`src/sv/first_fit_pool_allocator_assert.svh`:
```
// Assertion macros for the first-fit pool allocator.
// Used by the datapath; expects clk and rst in scope.
`ifndef FIRST_FIT_POOL_ALLOCATOR_ASSERT_SVH
`define FIRST_FIT_POOL_ALLOCATOR_ASSERT_SVH

// same-cycle implication
`define FFPA_ASSERT_IMP(lbl, ante, cons) \
  lbl: assert property (@(posedge clk) disable iff (rst) (ante) |-> (cons)) \
    else $error("ffpa assertion failed");

// next-cycle implication
`define FFPA_ASSERT_NXT(lbl, ante, cons) \
  lbl: assert property (@(posedge clk) disable iff (rst) (ante) |=> (cons)) \
    else $error("ffpa assertion failed");

`endif

```
`src/sv/ffpa_pkg.sv`:
```
// Shared types and constants for the first-fit pool allocator.
// No dependencies.
package ffpa_pkg;

  localparam int ARENA_GRANULES = 4096;
  localparam int GRAN_W         = $clog2(ARENA_GRANULES);
  localparam int NEED_W         = GRAN_W + 1;
  localparam int BYTES_W        = 16;
  localparam int MARGIN_W       = 4;
  localparam logic [MARGIN_W-1:0] MARGIN_RESET = 4'd2;

  typedef logic [GRAN_W-1:0] gran_t;

  typedef struct packed {
    logic  valid;
    gran_t idx;
  } link_t;

  typedef enum logic [3:0] {
    ST_INIT,
    ST_IDLE,
    ST_FREE,
    ST_CHECK,
    ST_WR_REM,
    ST_WR_PREV,
    ST_WR_CUR,
    ST_RESP
  } state_t;

  typedef struct packed {
    logic init;
    logic load_req;
    logic follow;
    logic hit;
    logic fail;
    logic wr_rem;
    logic wr_prev;
    logic wr_cur;
    logic do_free;
    logic load_out;
  } ctl_cmd_t;

  typedef struct packed {
    logic head_valid;
    logic is_free;
    logic free_null;
    logic fit;
    logic can_follow;
    logic out_busy;
  } dp_stat_t;

endpackage

```
`src/sv/ffpa_ctrl.sv`:
```
// Sequencer for the allocator: request intake, list walk, header updates.
// Depends on ffpa_pkg.
module ffpa_ctrl
  import ffpa_pkg::*;
(
  input  logic     clk,
  input  logic     rst,
  input  logic     in_valid,
  output logic     in_ready,
  input  dp_stat_t stat,
  output ctl_cmd_t cmd
);

  state_t state, state_next;

  always_ff @(posedge clk) begin
    if (rst) begin
      state <= ST_INIT;
    end else begin
      state <= state_next;
    end
  end

  always_comb begin
    state_next = state;
    case (state)
      ST_INIT: state_next = ST_IDLE;
      ST_IDLE: begin
        if (in_valid) begin
          if (stat.is_free) begin
            state_next = stat.free_null ? ST_RESP : ST_FREE;
          end else begin
            state_next = stat.head_valid ? ST_CHECK : ST_RESP;
          end
        end
      end
      ST_FREE: state_next = ST_RESP;
      ST_CHECK: begin
        if (stat.fit) begin
          state_next = ST_WR_REM;
        end else if (!stat.can_follow) begin
          state_next = ST_RESP;
        end
      end
      ST_WR_REM:  state_next = ST_WR_PREV;
      ST_WR_PREV: state_next = ST_WR_CUR;
      ST_WR_CUR:  state_next = ST_RESP;
      ST_RESP: begin
        if (!stat.out_busy) begin
          state_next = ST_IDLE;
        end
      end
      default: state_next = ST_INIT;
    endcase
  end

  always_comb begin
    cmd      = '0;
    in_ready = 1'b0;
    case (state)
      ST_INIT: cmd.init = 1'b1;
      ST_IDLE: begin
        in_ready     = 1'b1;
        cmd.load_req = in_valid;
        cmd.fail     = in_valid && !stat.is_free && !stat.head_valid;
      end
      ST_FREE: cmd.do_free = 1'b1;
      ST_CHECK: begin
        cmd.hit    = stat.fit;
        cmd.follow = !stat.fit && stat.can_follow;
        cmd.fail   = !stat.fit && !stat.can_follow;
      end
      ST_WR_REM:  cmd.wr_rem  = 1'b1;
      ST_WR_PREV: cmd.wr_prev = 1'b1;
      ST_WR_CUR:  cmd.wr_cur  = 1'b1;
      ST_RESP:    cmd.load_out = !stat.out_busy;
      default: cmd = '0;
    endcase
  end

endmodule

```
`config.mk`:
```
export PLATFORM = sky130hd
export DESIGN_NAME = ffpa_ctrl
export DESIGN_NICKNAME = d
export VERILOG_FILES = /design/src/sv/first_fit_pool_allocator_assert.svh /design/src/sv/ffpa_pkg.sv /design/src/sv/ffpa_ctrl.sv
export SDC_FILE = /design/constraint.sdc
export NUM_CORES = 1
export LEC_CHECK = 0
export BUFFER_PORTS_ARGS = -buffer_cell sky130_fd_sc_hd__buf_4
export CAP_MARGIN = 10
export CORE_AREA = 5 5 42 44
export DETAILED_ROUTE_END_ITERATION = 10
export DIE_AREA = 0 0 47 49
export HOLD_SLACK_MARGIN = 0.02
export PLACE_DENSITY_LB_ADDON = 0.25
export RECOVER_POWER = 25
export SLEW_MARGIN = 20
export SYNTH_ARGS = -nofsm -noshare
export SYNTH_HDL_FRONTEND = slang
export SYNTH_SLANG_ARGS = --single-unit
```
`constraint.sdc`:
```
create_clock -name clk -period 1.6 [get_ports clk]
set_clock_uncertainty 0.2 [all_clocks]
set_input_delay 0.4 -clock clk [delete_from_list [all_inputs] [get_ports clk]]
set_output_delay 0.4 -clock clk [all_outputs]
set_load 0.02 [all_outputs]
```
* Word-level counts from Yosys, hierarchy flattened
Cells that the tools add are included.
Operators by class: reductions and logical operators 12, multiplexer cells 18, equal/unequal tests 10
Operators with widths (number):
- 4-bit one-hot mux with 7 select lines | 1
- 4-bit by 3-bit == test with 1-bit output, second input constant | 4
- 4-bit 2-to-1 mux | 4
- 3-bit 2-to-1 mux | 3
- 4-bit by 2-bit == test with 1-bit output, second input constant | 2
- 1-bit 2-to-1 mux | 8
- 1-bit logical NOT | 5
- 4-bit by 1-bit == test with 1-bit output, second input constant | 1
- 1-bit logical AND | 4
- 4-bit logical NOT | 1
- 2-bit != test, second input constant | 2
- 3-bit != test, second input constant | 1
- 3-bit AND reduction | 1
- 2-bit 2-to-1 mux | 1
- 1-bit one-hot mux with 2 select lines | 1
- 2-bit OR reduction | 1
Storage, ports and cells: register bits after elaboration 4, word-level logic and storage cells 41, bits of input ports 9

* Logic depth before layout (Yosys ltp)
word-level depth 4, gate-level depth with buffers 4, gate-level depth less buffers 3

* Worst setup path before layout
OpenSTA, ideal clock, no wires.
kind reg2out, from register state[1], to output port cmd[5] in the netlist's numbering, buffers on the path 1, data required time 1.000 ns, stages on the path, launching flop included 4, setup slack -0.203 ns, arrival 1.203 ns, path through dfxtp_1 buf_2 nand3_1 o31ai_1
RTL lines:
- start: declaration | RTL line ffpa_ctrl.sv:14 | state_t state, state_next;
- start signal: assignment | RTL line ffpa_ctrl.sv:20 | state <= state_next;
- end: declaration | RTL line ffpa_ctrl.sv:11 | output ctl_cmd_t cmd

==> results list <==
- Sequential elements use 20.8% of the synthesized area.
- Final Cycle Share: 107%
- Cells on worst reg2reg path: 5
- Measured against its own limit, the worst slew margin works out to 81.9%.
- Cells taking the most area after synthesis: sky130_fd_sc_hd__dfxtp_1 (21%), sky130_fd_sc_hd__nor3b_1 (10%), sky130_fd_sc_hd__nor2_1 (9.1%), sky130_fd_sc_hd__nand2b_4 (4.8%), sky130_fd_sc_hd__nand2b_1 (4.3%)
- At the later pin of the worst-skew pair, clock insertion delay measures 0.23 ns.
- Launch instance of the worst register-to-register path: state[1]$_SDFFE_PP0P_
* Worst Setup SP: state[2]$_SDFFE_PP0P_
- In this design, the critical path's most frequently occurring cell is sky130_fd_sc_hd__buf_4.
- In this run, the number of DRC markers left after iteration 0 of detailed routing was 4.
- Dividing the detail-routed via count by the number of cells gives 4.87.
* Share of post-route cells with drive strength above 1: 68.9%
* Biggest registers after layout: state: 3 flops
* Element type at the critical path start: register
* Share of the synthesized area in the top cell type: 20.8%
* Maximum vdd ir drop: 0.596 mV
- Based on the critical path, the design can be clocked at up to 582 MHz.
* Max-cap violations: 0
- The worst setup path is captured at an output port.
- Hold WC Path Type: input pin to register
- Post-synth design cell area: 289 sq um
- For this run the aggregate overflow at the end of global routing stands at 0.
- Fillers: 150
* DRC violation count after routing: 0
- The clock passes through at most 2 buffers.
* Initial antenna violation count: 0
- The die is 47 microns wide.
- The synthesized netlist contains 26 unique library cells.
- The final-report max-slew violation count came to 0.
- Final-report setup violation count: 10
- End of the worst register-to-register path: state[0]$_SDFFE_PP0P_
* Core area: 1400 sq um
- Data on the critical path arrives at its endpoint at 1.12 ns.
- Counting flops per register, the top entry is state.
- The run finished, with violations left.
- Final-report hold violation count: 0
* Top-Level Pins: 20
- Post-placement setup slack: 0.0182 ns
- Counting flops and latches in the post-synthesis netlist gives 3.
* Leakage: 0.308 nW
- Post-detailed-route count of antenna-violating nets: 0
- Peak per-stage delay on the critical path: 0.39 ns
* HPWL reported at the end of detailed placement: 731 microns
- The critical path is of the register to output port type.
- Yosys warning count: 0
* Final Net Count: 84
* Synth Instances: 41
* Wire length of the first global-routing pass: 1.66 mm
* Final design utilization: 47.9%
- Cell taking the most area after synthesis: sky130_fd_sc_hd__dfxtp_1
* GRT Util Overall: 9.63%
* H-tree levels: 1
- Number of flip-flops in the largest register: 3
* CTS tree: done
- Most common cell in the netlist: sky130_fd_sc_hd__nor2_1
- Once the floorplan was initialized, standard cells occupied 20.6% of the core.
* Root buffer cell: sky130_fd_sc_hd__clkbuf_4
- # diodes: 0
* Overall die height: 49 microns
- Register-to-register setup slack: 0.06 ns
- In the post-route analysis, the smallest setup slack over all paths is -0.118 ns.
* Avg WL per Cell: 12.4 microns
- In the synthesized netlist, the cells that appear most often are sky130_fd_sc_hd__nor2_1 (7), sky130_fd_sc_hd__nor3b_1 (4), sky130_fd_sc_hd__dfxtp_1 (3).
* Actual slew at the worst max-slew pin: 0.271 ns
- Setup repair after global routing could not meet its margin everywhere.
* Overall via count from detail_route: 438
- Slowest-stage cell, CP: sky130_fd_sc_hd__dfxtp_4
* Area growth from synthesis to layout: 132%
- Largest net degree at the start of global routing: 10
- Cts bufs inserted: 3
- Averaged over all synthesized cells, the footprint is 7.05 sq um.
- Counting flops with a built-in enable in the synthesized netlist gives 0.
- Row count: 14
- For the worst setup path, the data required time is 1.00 ns.
* Overall die area: 2300 sq um
- In this run the worst setup path terminates at cmd[2].
* First-pass iteration count of the detailed router: 3
- In this run, post-CTS hold repair placed 0 buffers.
- Failing checks: negative setup slack
* Highest fanout seen on the critical path: 5
- Clock-pin slew was measured on the worst setup and hold paths at 0.04 ns.
- Vias in the first global route: 403
- The tree built by TritonCTS fans out to 3 sinks.
* Most common flop cell mapped by yosys: sky130_fd_sc_hd__dfxtp_1
- Cells along the critical path: inv_4 > buf_4 > nor3b_2 > buf_4
* Number of port buffers: 19
- Final min period: 1.72 ns
* Total Routed Length: 1.12 mm
- Routability-driven placement finished with a final weighted congestion of 0.756.
- In the synthesized netlist the async set-or-reset flop fraction comes to 0%.
- Mapped Nets: 50
* Ratio of total power to cell area: 789 nW/um^2
## what timing repair did
action / in CTS / in global routing
pin swaps: 3 / 5
endpoints found under the hold margin: 0 / 0
endpoints found under the setup margin: 11 / 11
buffers inserted: 1 / 3
gates resized for setup: 19 / 6
## power by group
part	leakage, nW	internal [mW]	switching [mW]
registers	0.0267	0.0882	0.0209
logic	0.267	0.154	0.129
clock network	0.0150	0.0937	0.0432
total	0.308	0.336	0.193
## critical path, delay by kind of cell (launching register included)
| kind | cells | cell delay (ns) |
|---|---|---|
| and+or+nand+nor | 1 | 0.16 |
| buffers and inverters | 3 | 0.35 |
| DFF | 1 | 0.39 |
## worst min path at each step
stage	start	end	slack [ns]	cells after the start
after global routing	rst	state[0]$_SDFFE_PP0P_	0.15	2
final	rst	state[1]$_SDFFE_PP0P_	0.15	2
after global placement	rst	state[0]$_SDFFE_PP0P_	0.39	2
after CTS	rst	state[1]$_SDFFE_PP0P_	0.14	2
after detailed placement	rst	state[0]$_SDFFE_PP0P_	0.39	2
after floorplan	rst	state[0]$_SDFFE_PP0P_	0.27	1
## cells by family (layout without fill, tap and decap cells)
group           Yosys count  after routing  synth area share (%)
compound gates            9              9                  24.2
buf+inv                   6             39                  8.65
flops                     3              3                  20.8
simple gates             23             23                  46.3
## placed cells by master (no fill, tap or decap), types with 2 or more instances in the layout
cell type                   n
sky130_fd_sc_hd__buf_6      6
sky130_fd_sc_hd__nor2_1     5
sky130_fd_sc_hd__nand3_4    2
sky130_fd_sc_hd__inv_1      2
sky130_fd_sc_hd__buf_4     26
sky130_fd_sc_hd__dfxtp_4    3
sky130_fd_sc_hd__nor3b_2    3
sky130_fd_sc_hd__clkbuf_4   3
sky130_fd_sc_hd__nor2_4     2
sky130_fd_sc_hd__nand2b_1   2
## through the flow
stage	setup TNS [ns]	hold slack, ns	instance area [sq um]	total power, mW	instances
6_report	-0.646	0.150	671	0.529	90
3_3_place_gp	0	0.390	520	0.319	82
5_1_grt	-1.12	0.153	671	0.561	90
3_5_place_dp	0	0.391	520	0.321	82
4_1_cts	-0.702	0.135	619	0.504	87
2_1_floorplan	-0.221	0.269	304	0.210	41
## routing by layer
| metal | global-route usage [%] | share of wire, % |
|---|---|---|
| met4 | 1.38 | 0.81 |
| met3 | 4.43 | 8.4 |
| met2 | 15.4 | 51 |
| met1 | 11.8 | 40 |
| met5 | 0 | 0 |
## cell type report
class / count / area, sq um / share of cell area [%]
tap: 16 / 20.0 / 2.99
multi-input combinational: 32 / 277 / 41.2
clock buffer: 4 / 26.3 / 3.92
sequential: 3 / 71.3 / 10.6
inverter: 3 / 13.8 / 2.05
timing repair buffer: 32 / 263 / 39.2
Power figures use the tool's default switching activity.
